==> src/rtl/lnsm_pkg.sv <==
// Shared types and constants of the letterbox nearest-neighbor scaler map.
// No dependencies; every other file of the block refers to it by scoped names.
package lnsm_pkg;

   localparam int DIM_W  = 13;                   // saturated dimension width
   localparam int POS_W  = 12;                   // view and source coordinate width
   localparam int ADDR_W = 24;                   // linear source address width
   localparam int DQ_W   = POS_W + DIM_W;        // dividend / quotient width of a lane
   localparam int REM_W  = DIM_W - 1;            // remainder stays below the divisor
   localparam int DIV_CELLS = DQ_W;              // one quotient bit per cell
   localparam int SETUP_DQ_W  = 2 * DIM_W;       // dividend of the drawn-size division
   localparam int SETUP_STEPS = SETUP_DQ_W;
   localparam int SETUP_CNT_W = $clog2(SETUP_STEPS);

   localparam logic [DIM_W-1:0] MAX_DIMENSION = DIM_W'(4096);

   localparam int CSR_IDX_W = 2;
   localparam logic [CSR_IDX_W-1:0] REG_FRAME_WIDTH  = 2'd0;
   localparam logic [CSR_IDX_W-1:0] REG_FRAME_HEIGHT = 2'd1;
   localparam logic [CSR_IDX_W-1:0] REG_VIEW_WIDTH   = 2'd2;
   localparam logic [CSR_IDX_W-1:0] REG_VIEW_HEIGHT  = 2'd3;

   localparam logic CMD_RENDER  = 1'b0;
   localparam logic CMD_POINTER = 1'b1;

   typedef enum logic [2:0] {
      SETUP_IDLE,
      SETUP_MUL,
      SETUP_SEL,
      SETUP_DIV,
      SETUP_FIN
   } lnsm_setup_state_type;

   // geometry derived from the registers; new items wait while it is recomputed
   typedef struct packed {
      logic             busy;
      logic             nonzero;
      logic [DIM_W-1:0] fw;
      logic [DIM_W-1:0] fh;
      logic [DIM_W-1:0] num;
      logic [DIM_W-1:0] den;
      logic [DIM_W-1:0] dw;
      logic [DIM_W-1:0] dh;
      logic [DIM_W-1:0] left;
      logic [DIM_W-1:0] top;
   } lnsm_geom_type;

   typedef struct packed {
      logic cmd;
      logic inx;
      logic iny;
   } lnsm_flags_type;

   typedef struct packed {
      lnsm_flags_type   flags;
      logic [POS_W-1:0] dx;
      logic [POS_W-1:0] dy;
   } lnsm_front_type;

   // dq shifts dividend bits out at the top and quotient bits in at the bottom
   typedef struct packed {
      lnsm_flags_type   flags;
      logic [DQ_W-1:0]  dq_x;
      logic [DQ_W-1:0]  dq_y;
      logic [REM_W-1:0] rem_x;
      logic [REM_W-1:0] rem_y;
   } lnsm_div_type;

   typedef struct packed {
      logic             valid_res;
      logic             inside_res;
      logic [POS_W-1:0] sx;
      logic [POS_W-1:0] sy;
   } lnsm_map_type;

endpackage

==> src/rtl/lnsm_div_cell.sv <==
// One cell of the divider chain: a restoring step for the x and y lanes plus
// its own valid bit and elastic handshake. Depends on lnsm_pkg.
module lnsm_div_cell (
   input  logic                       clock,
   input  logic                       reset,
   input  logic [lnsm_pkg::DIM_W-1:0] num,
   input  logic                       up_valid,
   output logic                       up_ready,
   input  lnsm_pkg::lnsm_div_type     up_data,
   output logic                       down_valid,
   input  logic                       down_ready,
   output lnsm_pkg::lnsm_div_type     down_data
);

   logic                   valid_ff, valid_in;
   lnsm_pkg::lnsm_div_type data_ff, data_in;
   logic [lnsm_pkg::REM_W:0] trial_x, trial_y;
   logic                     ge_x, ge_y;

   assign up_ready = !valid_ff || down_ready;
   assign valid_in = up_ready ? up_valid : valid_ff;

   assign trial_x = {up_data.rem_x, up_data.dq_x[lnsm_pkg::DQ_W-1]};
   assign trial_y = {up_data.rem_y, up_data.dq_y[lnsm_pkg::DQ_W-1]};
   assign ge_x    = trial_x >= num;
   assign ge_y    = trial_y >= num;

   always_comb begin
      data_in.flags = up_data.flags;
      data_in.dq_x  = {up_data.dq_x[lnsm_pkg::DQ_W-2:0], ge_x};
      data_in.dq_y  = {up_data.dq_y[lnsm_pkg::DQ_W-2:0], ge_y};
      data_in.rem_x = ge_x ? lnsm_pkg::REM_W'(trial_x - num) : trial_x[lnsm_pkg::REM_W-1:0];
      data_in.rem_y = ge_y ? lnsm_pkg::REM_W'(trial_y - num) : trial_y[lnsm_pkg::REM_W-1:0];
   end

   always_ff @(posedge clock) begin
      if (reset) begin
         valid_ff <= 1'b0;
      end else begin
         valid_ff <= valid_in;
      end
   end

   always_ff @(posedge clock) begin
      if (up_valid && up_ready) begin
         data_ff <= data_in;
      end
   end

   assign down_valid = valid_ff;
   assign down_data  = data_ff;

endmodule

==> config.mk <==
export PLATFORM = sky130hd
export DESIGN_NAME = lnsm_div_cell
export DESIGN_NICKNAME = d
export VERILOG_FILES = /design/src/rtl/lnsm_pkg.sv /design/src/rtl/lnsm_div_cell.sv
export SDC_FILE = /design/constraint.sdc
export NUM_CORES = 1
export LEC_CHECK = 0
export ABC_AREA = 1
export BUFFER_PORTS_ARGS = -buffer_cell sky130_fd_sc_hd__buf_2
export CORE_ASPECT_RATIO = 0.8
export CORE_MARGIN = 5
export CORE_UTILIZATION = 49
export CTS_CLUSTER_DIAMETER = 100
export CTS_CLUSTER_SIZE = 30
export DETAILED_ROUTE_END_ITERATION = 16
export PLACE_DENSITY_LB_ADDON = 0.1
export RECOVER_POWER = 25
export SLEW_MARGIN = 20
export SYNTH_ARGS = -nofsm -noshare
export SYNTH_HDL_FRONTEND = slang
export SYNTH_SLANG_ARGS = --single-unit
==> constraint.sdc <==
create_clock -name clock -period 5.95 [get_ports clock]
set_input_delay 0.595 -clock clock [delete_from_list [all_inputs] [get_ports clock]]
set_output_delay 0.595 -clock clock [all_outputs]
set_load 0.01 [all_outputs]
==> key figures <==
Routing
  – Post-DR wirelength/cell: 14.4 um
  – DRC violations left: 0
  – Final Routed Wirelength: 10700 um
  – Iteration-0 DRC Markers: 218
  – Via count: 3536
  – ANT nets after route: 0
  – Vias per cell: 4.76
  – 1st-pass router iterations: 4

Global route
  – Initial antenna violation count: 0
  – Largest net degree at the start of global routing: 56
  – GR Overflow Total: 0
  – Vias in the first global route: 3505
  – GRT Total Usage: 19.9%
  – First-pass GRT wire length: 16900 um

Logic synthesis
  – Adder-Cell Fraction of Synth Area: 8.29%
  – Post-synth EDFFs: 77
  – Post-synthesis xor/xnor area fraction: 2.38%
  – Synth Area in Simple Gates: 24.8%
  – Post-synth top flop: edfxtp_1
  – Async S/R FF share, synth: 0%
  – Post-Syn Instances: 441
  – Sequential area share after synthesis: 52.9%
  – Cell Area, Synth: 0.00441 mm^2
  – Synth Area in Compound Gates: 3.75%
  – Warnings, synthesis: 0
  – Post-synthesis mux area share: 0%
  – Synth unique cells: 26
  – Flops & latches, synth: 78
  – Largest family of logic cells by synthesized area: simple AND/OR/NAND/NOR gates
  – Syn Nets: 563
  – Avg Cell Area, Syn: 10.0 um^2

Timing
  – Slew HR: 47.0%
  – Final Cycle Share: 36.1%
  – Period minus WS final: 2.15 ns
  – Final Setup Violations: 0
  – Final Hold Vio Count: 0
  – Fin. max-slew vios: 0
  – Clk_skew: 0.00561 ns
  – Slew @ Worst Pin: 0.792 ns
  – Achievable Freq: 0.466 GHz
  – Setup tns final: 0 ns
  – RSZ-0062 raised after global routing: false

Die
  – Die Y: 94.8 um
  – Die X: 116 um
  – Rows: 31
  – IO Pins: 173
  – Starting density of the core: 49.4%
  – Die Footprint: 0.0110 mm^2
  – Core area: 0.00892 mm^2

Setup path
  – Setup crit end kind: flip-flop
  – Buf/Inv on CP: 3
  – CP max stage delay: 0.67 ns
  – CP arrival: 2.11 ns
  – Crit-path slowest cell: buf_4
  – Startpoint Class: input port
  – Max FO, Critical Path: 55
  – Worst EP required: 5.92 ns
  – Critical-path cell list: buf_2 -> inv_1 -> a21oi_4 -> buf_4
  – Kind of critical path: in2reg
  – Critical path's top delay family: buffers and inverters

Hold path
  – Hold Path Class: in2reg

Place
  – Final Wtd Congestion: 0.867
  – Hpwl dp: 8560 um
  – IO Port Bufs: 172

Clock network
  – Clock buffer depth: 2
  – Clock sink count: 78
  – CTS tree: done
  – Reg clk slew, reported paths: 0.06 ns
  – Clock latency on the worst-skew pair: 0.34 ns
  – CTS resizes: 0
  – Setup Buffers After CTS: 0
  – TritonCTS buffer count: 9
  – Cts hold-fix bufs: 0
  – H-tree Lvls: 3
  – CTS Root Cell: clkbuf_16

Run status
  – Outcome: finished, final reports clean

Final layout
  – Area growth, synth to finish: 29.1%
  – Fill cells: 766
  – Layout cell share with drive strength beyond 1: 36.8%
  – # nets final: 745
  – # diodes: 0

Flow run
  – Max Cap Violations: 0

Power
  – Power Dens Cells: 275 mW/mm^2
  – Total power: 1.56 mW
  – Lkg Pwr: 2.89 nW
  – VDD IR max: 0.158 mV
## cells in the mapped netlist, drive strengths merged, types with 2 or more instances
library cell  number  area share (%)
nor2              24             2.8
buf                2            0.91
xnor2              2            0.40
edfxtp            77              52
nand3             30             5.1
a21oi             12             1.9
ha                26             7.4
inv               82             7.0
nand4             20             3.5
and2               2            0.40
nand3b             2            0.34
xor2              10             2.0
fa                 2            0.91
nand2            137              13
o21ai             12             1.9
## final cells by class
type | count | area, um^2 | area share [%]
Sequential cell | 78 | 2330 | 41.0
Multi-Input combinational cell | 279 | 1740 | 30.6
Timing Repair Buffer | 173 | 861 | 15.1
Inverter | 82 | 308 | 5.41
Clock buffer | 9 | 225 | 3.96
Tap cell | 115 | 144 | 2.53
Clock inverter | 7 | 80.1 | 1.41
## worst reg2reg max path, delay by kind of cell (launching register included)
family                 cells  cell delay, ns
flip-flops                 1            0.34
AO/OA/AOI/OAI              1            0.65
buffers and inverters      1            0.68
## sequential cells by signal, indices dropped and copies added, names as in the netlist
signal,cells
down_valid,1
down_data,77
## cells by family (layout without fill, tap and decap cells)
| group | count (synthesis) | count (layout) |
|---|---|---|
| xor gates and xnor gates | 12 | 12 |
| adders and majority gates | 28 | 28 |
| buffers and inverters | 84 | 271 |
| and+or+nand+nor | 215 | 215 |
| DFF | 78 | 78 |
| AOI/OAI and AO/OA | 24 | 24 |
## stage by stage
stage / instance area, um^2 / hold slack, ns / setup slack, ns / instances / utilization, %
after CTS: 5700 / 0.391 / 3.78 / 743 / 63.9
after detailed placement: 5390 / 0.522 / 3.41 / 727 / 60.4
after global placement: 5390 / 0.515 / 3.47 / 727 / 60.4
after floorplan: 4410 / 0.577 / 1.05 / 441 / -
final: 5690 / 0.403 / 3.80 / 743 / 63.8
after global routing: 5690 / 0.408 / 3.68 / 743 / 63.8
## placed cells by master (no fill, tap or decap), types with 8 or more instances in the layout
master	netlist	layout
a21oi_1	10	9
nand2_1	125	125
nor2_2	8	8
clkbuf_16	0	9
nand3_2	10	10
nor2_1	14	14
edfxtp_1	77	77
nand3_1	18	18
nand4_1	18	18
xor2_1	10	10
buf_2	0	166
nand2_2	10	10
ha_1	26	26
inv_1	81	81
## path summary, 6_finish.rpt
check,to,start,slack [ns],depth (start not counted)
worst max-delay path,down_data[12]$_DFFE_PP_,down_ready,3.80,4
worst min-delay path,down_valid$_SDFFE_PP0N_,reset,0.40,2
worst max register to register,down_data[12]$_DFFE_PP_,down_valid$_SDFFE_PP0N_,3.85,2
worst min register to register,down_valid$_SDFFE_PP0N_,down_valid$_SDFFE_PP0N_,0.53,2
## per-layer routing
metal  track usage, %  wire (um)  up-vias
li1                 -          -     1822
met1             26.2       4810     1564
met2             30.9       4710      140
met3             6.85       1080       10
met4             6.47        128        0
met5                0          0        -
## report_power, final
group / internal, mW / switching [mW]
clock: 0.332 / 0.243
combinational: 0.122 / 0.198
sequential: 0.659 / 0.00930
total: 1.11 / 0.450
Power figures use the tool's default switching activity.
