$ cat src/rtl/lnsm_pkg.sv
// Shared types and constants of the letterbox nearest-neighbor scaler map.
// No dependencies; every other file of the block refers to it by scoped names.
package lnsm_pkg;

   localparam int DIM_W  = 13;                   // saturated dimension width
   localparam int POS_W  = 12;                   // view and source coordinate width
   localparam int ADDR_W = 24;                   // linear source address width
   localparam int DQ_W   = POS_W + DIM_W;        // dividend / quotient width of a lane
   localparam int REM_W  = DIM_W - 1;            // remainder stays below the divisor
   localparam int DIV_CELLS = DQ_W;              // one quotient bit per cell
   localparam int SETUP_DQ_W  = 2 * DIM_W;       // dividend of the drawn-size division
   localparam int SETUP_STEPS = SETUP_DQ_W;
   localparam int SETUP_CNT_W = $clog2(SETUP_STEPS);

   localparam logic [DIM_W-1:0] MAX_DIMENSION = DIM_W'(4096);

   localparam int CSR_IDX_W = 2;
   localparam logic [CSR_IDX_W-1:0] REG_FRAME_WIDTH  = 2'd0;
   localparam logic [CSR_IDX_W-1:0] REG_FRAME_HEIGHT = 2'd1;
   localparam logic [CSR_IDX_W-1:0] REG_VIEW_WIDTH   = 2'd2;
   localparam logic [CSR_IDX_W-1:0] REG_VIEW_HEIGHT  = 2'd3;

   localparam logic CMD_RENDER  = 1'b0;
   localparam logic CMD_POINTER = 1'b1;

   typedef enum logic [2:0] {
      SETUP_IDLE,
      SETUP_MUL,
      SETUP_SEL,
      SETUP_DIV,
      SETUP_FIN
   } lnsm_setup_state_type;

   // geometry derived from the registers; new items wait while it is recomputed
   typedef struct packed {
      logic             busy;
      logic             nonzero;
      logic [DIM_W-1:0] fw;
      logic [DIM_W-1:0] fh;
      logic [DIM_W-1:0] num;
      logic [DIM_W-1:0] den;
      logic [DIM_W-1:0] dw;
      logic [DIM_W-1:0] dh;
      logic [DIM_W-1:0] left;
      logic [DIM_W-1:0] top;
   } lnsm_geom_type;

   typedef struct packed {
      logic cmd;
      logic inx;
      logic iny;
   } lnsm_flags_type;

   typedef struct packed {
      lnsm_flags_type   flags;
      logic [POS_W-1:0] dx;
      logic [POS_W-1:0] dy;
   } lnsm_front_type;

   // dq shifts dividend bits out at the top and quotient bits in at the bottom
   typedef struct packed {
      lnsm_flags_type   flags;
      logic [DQ_W-1:0]  dq_x;
      logic [DQ_W-1:0]  dq_y;
      logic [REM_W-1:0] rem_x;
      logic [REM_W-1:0] rem_y;
   } lnsm_div_type;

   typedef struct packed {
      logic             valid_res;
      logic             inside_res;
      logic [POS_W-1:0] sx;
      logic [POS_W-1:0] sy;
   } lnsm_map_type;

endpackage

$ cat src/rtl/lnsm_geometry.sv
// Configuration registers and the setup sequencer that derives scale, drawn size
// and offsets after each write. Depends on lnsm_pkg.
module lnsm_geometry (
   input  logic                           clock,
   input  logic                           reset,
   input  logic                           csr_valid,
   output logic                           csr_ready,
   input  logic [lnsm_pkg::CSR_IDX_W-1:0] csr_index,
   input  logic [lnsm_pkg::DIM_W-1:0]     csr_data,
   output lnsm_pkg::lnsm_geom_type        geom
);

   logic [lnsm_pkg::DIM_W-1:0] frame_width_ff, frame_height_ff;
   logic [lnsm_pkg::DIM_W-1:0] view_width_ff, view_height_ff;
   logic [lnsm_pkg::DIM_W-1:0] fw, fh, vw, vh;
   logic                       csr_write;

   lnsm_pkg::lnsm_setup_state_type state_ff, state_in;
   logic [lnsm_pkg::SETUP_DQ_W-1:0]  prod_a_ff, prod_a_in, prod_b_ff, prod_b_in;
   logic [lnsm_pkg::SETUP_DQ_W-1:0]  dq_ff, dq_in;
   logic [lnsm_pkg::REM_W-1:0]       rem_ff, rem_in;
   logic [lnsm_pkg::SETUP_CNT_W-1:0] count_ff, count_in;
   logic                             sel_w_ff, sel_w_in;
   logic [lnsm_pkg::DIM_W-1:0] num_ff, num_in, den_ff, den_in;
   logic [lnsm_pkg::DIM_W-1:0] dw_ff, dw_in, dh_ff, dh_in;
   logic [lnsm_pkg::DIM_W-1:0] left_ff, left_in, top_ff, top_in;

   logic [lnsm_pkg::REM_W:0]   trial;
   logic                       trial_ge;
   logic [lnsm_pkg::DIM_W-1:0] quot, dw_raw, dh_raw, dw_fin, dh_fin;

   function automatic logic [lnsm_pkg::DIM_W-1:0] sat_dim(
      input logic [lnsm_pkg::DIM_W-1:0] v);
      return (v > lnsm_pkg::MAX_DIMENSION) ? lnsm_pkg::MAX_DIMENSION : v;
   endfunction

   assign csr_ready = 1'b1;
   assign csr_write = csr_valid && csr_ready;

   always_ff @(posedge clock) begin
      if (reset) begin
         frame_width_ff  <= '0;
         frame_height_ff <= '0;
         view_width_ff   <= '0;
         view_height_ff  <= '0;
      end else if (csr_write) begin
         case (csr_index)
            lnsm_pkg::REG_FRAME_WIDTH:  frame_width_ff  <= csr_data;
            lnsm_pkg::REG_FRAME_HEIGHT: frame_height_ff <= csr_data;
            lnsm_pkg::REG_VIEW_WIDTH:   view_width_ff   <= csr_data;
            lnsm_pkg::REG_VIEW_HEIGHT:  view_height_ff  <= csr_data;
            default: ;
         endcase
      end
   end

   assign fw = sat_dim(frame_width_ff);
   assign fh = sat_dim(frame_height_ff);
   assign vw = sat_dim(view_width_ff);
   assign vh = sat_dim(view_height_ff);

   // one restoring step of the drawn-size division
   assign trial    = {rem_ff, dq_ff[lnsm_pkg::SETUP_DQ_W-1]};
   assign trial_ge = trial >= lnsm_pkg::DIM_W'(den_ff);

   // quotient is at most the view size, so it fits a dimension
   assign quot   = dq_ff[lnsm_pkg::DIM_W-1:0];
   assign dw_raw = sel_w_ff ? vw : quot;
   assign dh_raw = sel_w_ff ? quot : vh;
   assign dw_fin = (dw_raw == '0) ? lnsm_pkg::DIM_W'(1) : dw_raw;
   assign dh_fin = (dh_raw == '0) ? lnsm_pkg::DIM_W'(1) : dh_raw;

   always_ff @(posedge clock) begin
      if (reset) begin
         state_ff <= lnsm_pkg::SETUP_IDLE;
      end else begin
         state_ff <= state_in;
      end
   end

   always_ff @(posedge clock) begin
      prod_a_ff <= prod_a_in;
      prod_b_ff <= prod_b_in;
      dq_ff     <= dq_in;
      rem_ff    <= rem_in;
      count_ff  <= count_in;
      sel_w_ff  <= sel_w_in;
      num_ff    <= num_in;
      den_ff    <= den_in;
      dw_ff     <= dw_in;
      dh_ff     <= dh_in;
      left_ff   <= left_in;
      top_ff    <= top_in;
   end

   always_comb begin
      state_in  = state_ff;
      prod_a_in = prod_a_ff;
      prod_b_in = prod_b_ff;
      dq_in     = dq_ff;
      rem_in    = rem_ff;
      count_in  = count_ff;
      sel_w_in  = sel_w_ff;
      num_in    = num_ff;
      den_in    = den_ff;
      dw_in     = dw_ff;
      dh_in     = dh_ff;
      left_in   = left_ff;
      top_in    = top_ff;
      case (state_ff)
         lnsm_pkg::SETUP_IDLE: ;
         lnsm_pkg::SETUP_MUL: begin
            prod_a_in = lnsm_pkg::SETUP_DQ_W'(vw) * lnsm_pkg::SETUP_DQ_W'(fh);
            prod_b_in = lnsm_pkg::SETUP_DQ_W'(vh) * lnsm_pkg::SETUP_DQ_W'(fw);
            state_in  = lnsm_pkg::SETUP_SEL;
         end
         lnsm_pkg::SETUP_SEL: begin
            // width ratio wins ties; its drawn width is the view width itself
            sel_w_in = prod_a_ff <= prod_b_ff;
            num_in   = (prod_a_ff <= prod_b_ff) ? vw : vh;
            den_in   = (prod_a_ff <= prod_b_ff) ? fw : fh;
            dq_in    = (prod_a_ff <= prod_b_ff) ? prod_a_ff : prod_b_ff;
            rem_in   = '0;
            count_in = '0;
            state_in = lnsm_pkg::SETUP_DIV;
         end
         lnsm_pkg::SETUP_DIV: begin
            rem_in   = trial_ge ? lnsm_pkg::REM_W'(trial - lnsm_pkg::DIM_W'(den_ff))
                                : trial[lnsm_pkg::REM_W-1:0];
            dq_in    = {dq_ff[lnsm_pkg::SETUP_DQ_W-2:0], trial_ge};
            count_in = count_ff + 1'b1;
            if (count_ff == lnsm_pkg::SETUP_CNT_W'(lnsm_pkg::SETUP_STEPS - 1)) begin
               state_in = lnsm_pkg::SETUP_FIN;
            end
         end
         lnsm_pkg::SETUP_FIN: begin
            dw_in    = dw_fin;
            dh_in    = dh_fin;
            left_in  = (vw > dw_fin) ? ((vw - dw_fin) >> 1) : '0;
            top_in   = (vh > dh_fin) ? ((vh - dh_fin) >> 1) : '0;
            state_in = lnsm_pkg::SETUP_IDLE;
         end
         default: state_in = lnsm_pkg::SETUP_IDLE;
      endcase
      // any write restarts the derivation from the new register set
      if (csr_write) begin
         state_in = lnsm_pkg::SETUP_MUL;
      end
   end

   assign geom.busy    = state_ff != lnsm_pkg::SETUP_IDLE;
   assign geom.nonzero = (fw != '0) && (fh != '0) && (vw != '0) && (vh != '0);
   assign geom.fw      = fw;
   assign geom.fh      = fh;
   assign geom.num     = num_ff;
   assign geom.den     = den_ff;
   assign geom.dw      = dw_ff;
   assign geom.dh      = dh_ff;
   assign geom.left    = left_ff;
   assign geom.top     = top_ff;

endmodule

$ cat config.mk
export PLATFORM = sky130hd
export DESIGN_NAME = lnsm_geometry
export DESIGN_NICKNAME = d
export VERILOG_FILES = /design/src/rtl/lnsm_pkg.sv /design/src/rtl/lnsm_geometry.sv
export SDC_FILE = /design/constraint.sdc
export NUM_CORES = 1
export LEC_CHECK = 0
export BUFFER_PORTS_ARGS = -buffer_cell sky130_fd_sc_hd__buf_2
export CORE_MARGIN = 3
export CORE_UTILIZATION = 35
export CTS_BUF_LIST = sky130_fd_sc_hd__clkbuf_8
export CTS_CLUSTER_SIZE = 12
export DETAILED_ROUTE_END_ITERATION = 8
export PLACE_DENSITY = 0.5
export SYNTH_ARGS = -nofsm -noshare
export SYNTH_HDL_FRONTEND = slang
export SYNTH_SLANG_ARGS = --single-unit
$ cat constraint.sdc
create_clock -name clock -period 16.7 [get_ports clock]
set_clock_uncertainty 0.1 [all_clocks]
set_input_delay 2.505 -clock clock [delete_from_list [all_inputs] [get_ports clock]]
set_output_delay 2.505 -clock clock [all_outputs]
set_load 0.02 [all_outputs]
==> results of run 1 <==
[cell families after synthesis]
logic type	count (synthesis)
simple gates	799
buf+inv	565
fa+ha+maj	454
compound gates	343
flops	227
xor+xnor	64
mux	52
other cells	2
[synthesized netlist by cell type, types with 21 or more instances]
cell        n  area share
inv_1     439       0.073
nand2_1   374       0.062
fa_1      245        0.22
ha_1      209        0.12
nor2_1    208       0.034
edfxtp_1  172        0.23
a21oi_1   136       0.030
clkbuf_1   84       0.014
o21ai_0    62       0.014
dfxtp_1    55       0.049
nand2b_1   52       0.014
mux2i_1    50       0.022
xnor2_1    43       0.017
a21o_1     34       0.011
and2_1     30      0.0083
o21ai_1    26      0.0057
nor3_1     25      0.0055
xor2_1     21      0.0081
[layer usage]
| layer | GRT usage | wire length (um) |
|---|---|---|
| met5 | 0 | 13 |
| met1 | 0.2836 | 30730 |
| met3 | 0.02834 | 3606 |
| met4 | 0.06860 | 2506 |
| met2 | 0.3747 | 34720 |
[state kept, by name, indices dropped and copies added, names as in the netlist]
signal,cells
count_ff,5
den_ff,13
dh_ff,13
dq_ff,26
dw_ff,13
frame_height_ff,13
frame_width_ff,13
left_ff,12
num_ff,13
prod_a_ff,26
prod_b_ff,26
rem_ff,12
sel_w_ff,1
state_ff,3
top_ff,12
view_height_ff,13
view_width_ff,13
[power breakdown]
group / switching, W / internal, W / total [W]
registers: 0.0000150 / 0.000622 / 0.000637
clock network: 0.000248 / 0.000272 / 0.000519
logic: 0.000126 / 0.0000584 / 0.000185
total: 0.000389 / 0.000952 / 0.00134
[per-stage QoR]
stage | cells | instance area (um2) | utilization | total power (W) | hold slack, ns
2_1_floorplan | 2507 | 22680 | - | 0.0007694 | 0.3449
3_3_place_gp | 3380 | 23990 | 0.3776 | 0.0008310 | 0.3603
3_5_place_dp | 3380 | 23990 | 0.3776 | 0.0008329 | 0.3658
4_1_cts | 3454 | 24780 | 0.3899 | 0.001363 | 0.3735
5_1_grt | 3455 | 24780 | 0.3900 | 0.001402 | 0.4020
6_report | 3456 | 24780 | 0.3900 | 0.001341 | 0.3757
[area by class of cell]
cell class | instances | share of cell area
Antenna cell | 2 | 0.0002019
Clock buffer | 43 | 0.02388
Clock inverter | 31 | 0.007775
Inverter | 456 | 0.06907
Multi-Input combinational cell | 1715 | 0.5745
Sequential cell | 227 | 0.2528
Tap cell | 846 | 0.04271
Timing Repair Buffer | 136 | 0.02898
[tightest hold or removal path, stage by stage (launching register included)]
cell	delay, ns
dfxtp_1	0.32
nand2_1	0.06
a21oi_1	0.05
[path summary, 6_finish.rpt]
kind                                        start                        endpoint  slack (ns)  depth (start not counted)
setup / recovery  frame_width_ff[12]$_SDFFE_PP0P_         prod_b_ff[25]$_DFFE_PP_        9.54                         17
hold / removal     view_height_ff[3]$_SDFFE_PP0P_  view_height_ff[3]$_SDFFE_PP0P_        0.38                          2
hold reg to reg    view_height_ff[3]$_SDFFE_PP0P_  view_height_ff[3]$_SDFFE_PP0P_        0.38                          2
setup reg to reg  frame_width_ff[12]$_SDFFE_PP0P_         prod_b_ff[25]$_DFFE_PP_        9.54                         17
==> reports/qor.txt, run 1 <==
drt drc -> 0
Layout area overhead -> 9.268%
EDFF count, synth -> 172
Yosys cell types -> 72
# resized after CTS -> 0
power density over the cells -> 54.13 mW/mm2
register bit total from synthesis -> 227
final number of setup-violating endpoints -> 0
slew at the pin closest to its max-slew limit -> 1.153 ns
Fmax achieved -> 139.7 MHz
Fill cells -> 6,572
number of antenna violations at the first check in global routing -> 3
Syn Inst Count -> 2,506
Post-CTS Setup Bufs -> 0
H-Tree Depth -> 2
most frequent cells in the layout -> inv_1 (447), nand2_1 (374), fa_1 (245)
Clock Pin Slew Worst Setup and Hold Paths -> 0.07 ns
grt ovf -> 0
Hold Path Class -> register to register
Worst slew margin -> 0.2305
vias in the first global route -> 18,521
crit path buf inv count -> 2
Critical-path top delay cell -> dfxtp_1
Hold Buf Count CTS -> 0
crit-path max cell delay -> 1.08 ns
Vias -> 17,601
WP data required -> 16.99 ns
CP Class -> register to register
Core Region -> 0.06354 mm2
cell mode on critical path -> fa_1
critical-path maximum fanout -> 29
clock latency at the later pin of the worst-skew pair -> 0.61 ns
Final Hold Fails -> 0
CTS tree -> built
Final GP Congestion -> 0.9009
die width -> 260.6 um
mapped cell area -> 0.02268 mm2
Total GRT Usage -> 0.2174
largest family of logic cells by synthesized area -> adder cells
max-slew violations -> 0
Multi-input gate area -> 0.01424 mm2
Peak VDD IR -> 0.05056 mV
clk root buf -> clkbuf_8
post-synthesis compound-gate area fraction -> 0.09180
status -> completed
pre-CTS setup slack -> 9.559 ns
NumNets Final -> 3,050
mean area per synthesized cell -> 9.050 um2
vias per inst -> 5.093
Crit path max-delay family -> adder cells
number of routed nets with antenna violations -> 0
Yosys warning count -> 0
post-synthesis sequential area ratio -> 0.2763
Startpoint Class -> register
die area -> 0.06789 mm2
drt pass-1 iters -> 5
fin crit share -> 0.4286
Synth Flop Type -> edfxtp_1
hpwl dp -> 56,600 um
Leakage Power -> 11.83 nW
routed len/inst -> 20.71 um
RSZ-0062 raised after global routing -> false
IO Count -> 125
multiplexer share of the synthesized area -> 0.02306
CTS buffer count -> 42
clock sinks -> 227
largest net degree at the start of global routing -> 62
register area -> 0.006266 mm2
final wirelength -> 71,580 um
Critical Path End Type -> register
Synth Area in Simple Gates -> 0.1553
Clock Path Buffers -> 3
adder-cell area share of the yosys netlist -> 0.3315
initial DRC count -> 1,243
setup ws final -> 9.542 ns
xor-xnor portion of the synthesized cell area -> 0.02471
global-route wire length before repair -> 112,400 um
Die Ht -> 260.6 um
commonest non-fill, non-tap cell in the layout -> inv_1
Worst Path Arrival -> 7.45 ns
Port Buffers -> 121
final setup TNS -> 0 ns
share of cells above drive strength 1 -> 0.08014
Max-Cap Viols -> 0
Synth async-reset ratio -> 0
Initial Util -> 0.3569
post-layout min period -> 7.158 ns
worst-path cell chain -> nand2b_1 -> clkinv_1 -> nand2_1 -> fa_1 -> fa_1 -> inv_1 -> fa_1 -> fa_1 -> fa_1 -> ha_1 -> a21o_1 -> or3_1 -> a31o_2 -> a211oi_2 -> o31ai_1 -> a21o_1 -> xnor2_1
Core Rows -> 92
(Power assumes the default switching activity.)
==> run 2, diff against run 1 <==
==> constraint.sdc (replaced) <==
create_clock -name clock -period 7 [get_ports clock]
set_clock_uncertainty 0.1 [all_clocks]
set_input_delay 1.05 -clock clock [delete_from_list [all_inputs] [get_ports clock]]
set_output_delay 1.05 -clock clock [all_outputs]
set_load 0.02 [all_outputs]
==> run 2 against run 1 <==
Die area stayed put; global-route usage is 0.70 points lower; power is 140% higher; critical path type unchanged; clock power is 130% higher; core utilization is 0.51 points higher; largest cell class unchanged; first-iteration DRC count is 1.4% lower; worst hold slack better by 0.0093 ns.
==> reports/qor.txt, run 2 (same netlist as run 1, synthesis figures left out) <==
# resized after CTS -> 0
number of antenna violations at the first check in global routing -> 3
H-Tree Depth -> 2
clock latency at the later pin of the worst-skew pair -> 0.60 ns
share of cells above drive strength 1 -> 0.09639
WP data required -> 7.22 ns
CP Class -> register to register
hpwl dp -> 56,010 um
Port Buffers -> 121
die area -> 0.06789 mm2
Initial Util -> 0.3569
worst-path cell chain -> buf_4 -> nand2b_1 -> inv_1 -> nand2_1 -> fa_1 -> fa_1 -> inv_1 -> fa_1 -> fa_1 -> fa_1 -> ha_1 -> a21o_1 -> or3_1 -> a31o_2 -> a21oi_1 -> o21a_1 -> nor4b_1 -> nor4_1
IO Count -> 125
Startpoint Class -> register
status -> completed
power density over the cells -> 126.3 mW/mm2
post-layout min period -> 6.274 ns
Hold Path Class -> register to register
clock sinks -> 227
vias in the first global route -> 18,636
Peak VDD IR -> 0.1132 mV
NumNets Final -> 3,096
Die Ht -> 260.6 um
initial DRC count -> 1,226
slew at the pin closest to its max-slew limit -> 1.096 ns
crit-path max cell delay -> 0.61 ns
Hold Buf Count CTS -> 0
Reg2Reg Depth -> 18
Layout area overhead -> 10.70%
top flop regs -> dq_ff x26, prod_a_ff x26, prod_b_ff x26
Pwr Total -> 0.003171 W
Core Region -> 0.06354 mm2
Worst Path Arrival -> 6.50 ns
Max-Cap Viols -> 0
cell mode on critical path -> fa_1
Final GP Congestion -> 0.9384
most frequent cells in the layout -> inv_1 (456), nand2_1 (374), fa_1 (245)
final setup TNS -> 0 ns
commonest non-fill, non-tap cell in the layout -> inv_1
die width -> 260.6 um
Leakage Power -> 12.08 nW
Final Hold Fails -> 0
Vias -> 17,571
Total GRT Usage -> 0.2105
vias per inst -> 5.016
fin crit share -> 0.8963
routed len/inst -> 19.94 um
largest net degree at the start of global routing -> 56
Fmax achieved -> 159.4 MHz
hold_ws -> 0.3850 ns
RSZ-0062 raised after global routing -> false
Critical-path top delay cell -> dfxtp_1
Clock Pin Slew Worst Setup and Hold Paths -> 0.06 ns
CTS buffer count -> 43
Critical Path End Type -> register
final wirelength -> 69,840 um
Worst slew margin -> 0.2694
global-route wire length before repair -> 109,300 um
final number of setup-violating endpoints -> 0
grt ovf -> 0
drt drc -> 0
CTS tree -> built
Final Core Density -> 0.3951
clk root buf -> clkbuf_8
Clock Path Buffers -> 3
worst hold path depth -> 2
Core Rows -> 92
number of routed nets with antenna violations -> 0
Post-CTS Setup Bufs -> 0
drt pass-1 iters -> 5
critical-path maximum fanout -> 16
R2R setup slack -> 0.73 ns
max-slew violations -> 0
==> run 2: changes by cell type in the layout (fill, tap and decap cells not counted), moves of 2 or more <==
cell | previous run | this run
clkinv_1 | 29 | 21
buf_4 | 15 | 60
clkbuf_8 | 43 | 46
inv_1 | 447 | 456
bufinv_16 | 2 | 0
==> run 2: cell type report <==
class | count | area (um2)
diodes | 1 | 2.502
clock buffers | 46 | 633.1
clock inverters | 31 | 141.4
fillers | 6538 | 38430
inverters | 456 | 1712
multi-input cells | 1715 | 14240
flip-flops and latches | 227 | 6266
well taps | 846 | 1059
repair buffers | 181 | 1056
==> run 2: routing by layer <==
layer	GRT usage	wire length, um	vias to the layer above
met4	0.06705	2201	0
met2	0.3636	33790	491
met5	0	0	-
met3	0.02834	3595	116
met1	0.2729	30250	8702
li1	-	-	8262
==> run 2: metrics by stage <==
stage | worst slack (ns) | cell area (um2) | std cells
detailed placement | 0.7545 | 24330 | 3425
global route | 0.3296 | 25110 | 3503
floorplan | 1.170 | 22680 | 2507
finish | 0.7260 | 25110 | 3503
global placement | 0.8180 | 24330 | 3425
CTS | 0.7141 | 25110 | 3502
==> run 2: report_power, final <==
group / switching [W] / internal [W] / total, W
Clock: 0.000591 / 0.000609 / 0.00120
Sequential: 0.0000325 / 0.00148 / 0.00152
Combinational: 0.000304 / 0.000149 / 0.000453
Total: 0.000928 / 0.00224 / 0.00317
==> run 2: worst max-delay path: cells and delay by family, from the launching register on <==
kind	cells	cell delay [ns]
compound gates	4	0.77
fa+ha+maj	6	2.74
buf+inv	3	0.65
flops	1	0.61
simple gates	5	1.12
==> run 2: path summary, 6_finish.rpt <==
check / startpoint / endpoint
min: view_height_ff[3]$_SDFFE_PP0P_ / view_height_ff[3]$_SDFFE_PP0P_
max reg2reg: frame_width_ff[12]$_SDFFE_PP0P_ / prod_b_ff[23]$_DFFE_PP_
min reg2reg: view_height_ff[3]$_SDFFE_PP0P_ / view_height_ff[3]$_SDFFE_PP0P_
max: frame_width_ff[12]$_SDFFE_PP0P_ / prod_b_ff[23]$_DFFE_PP_
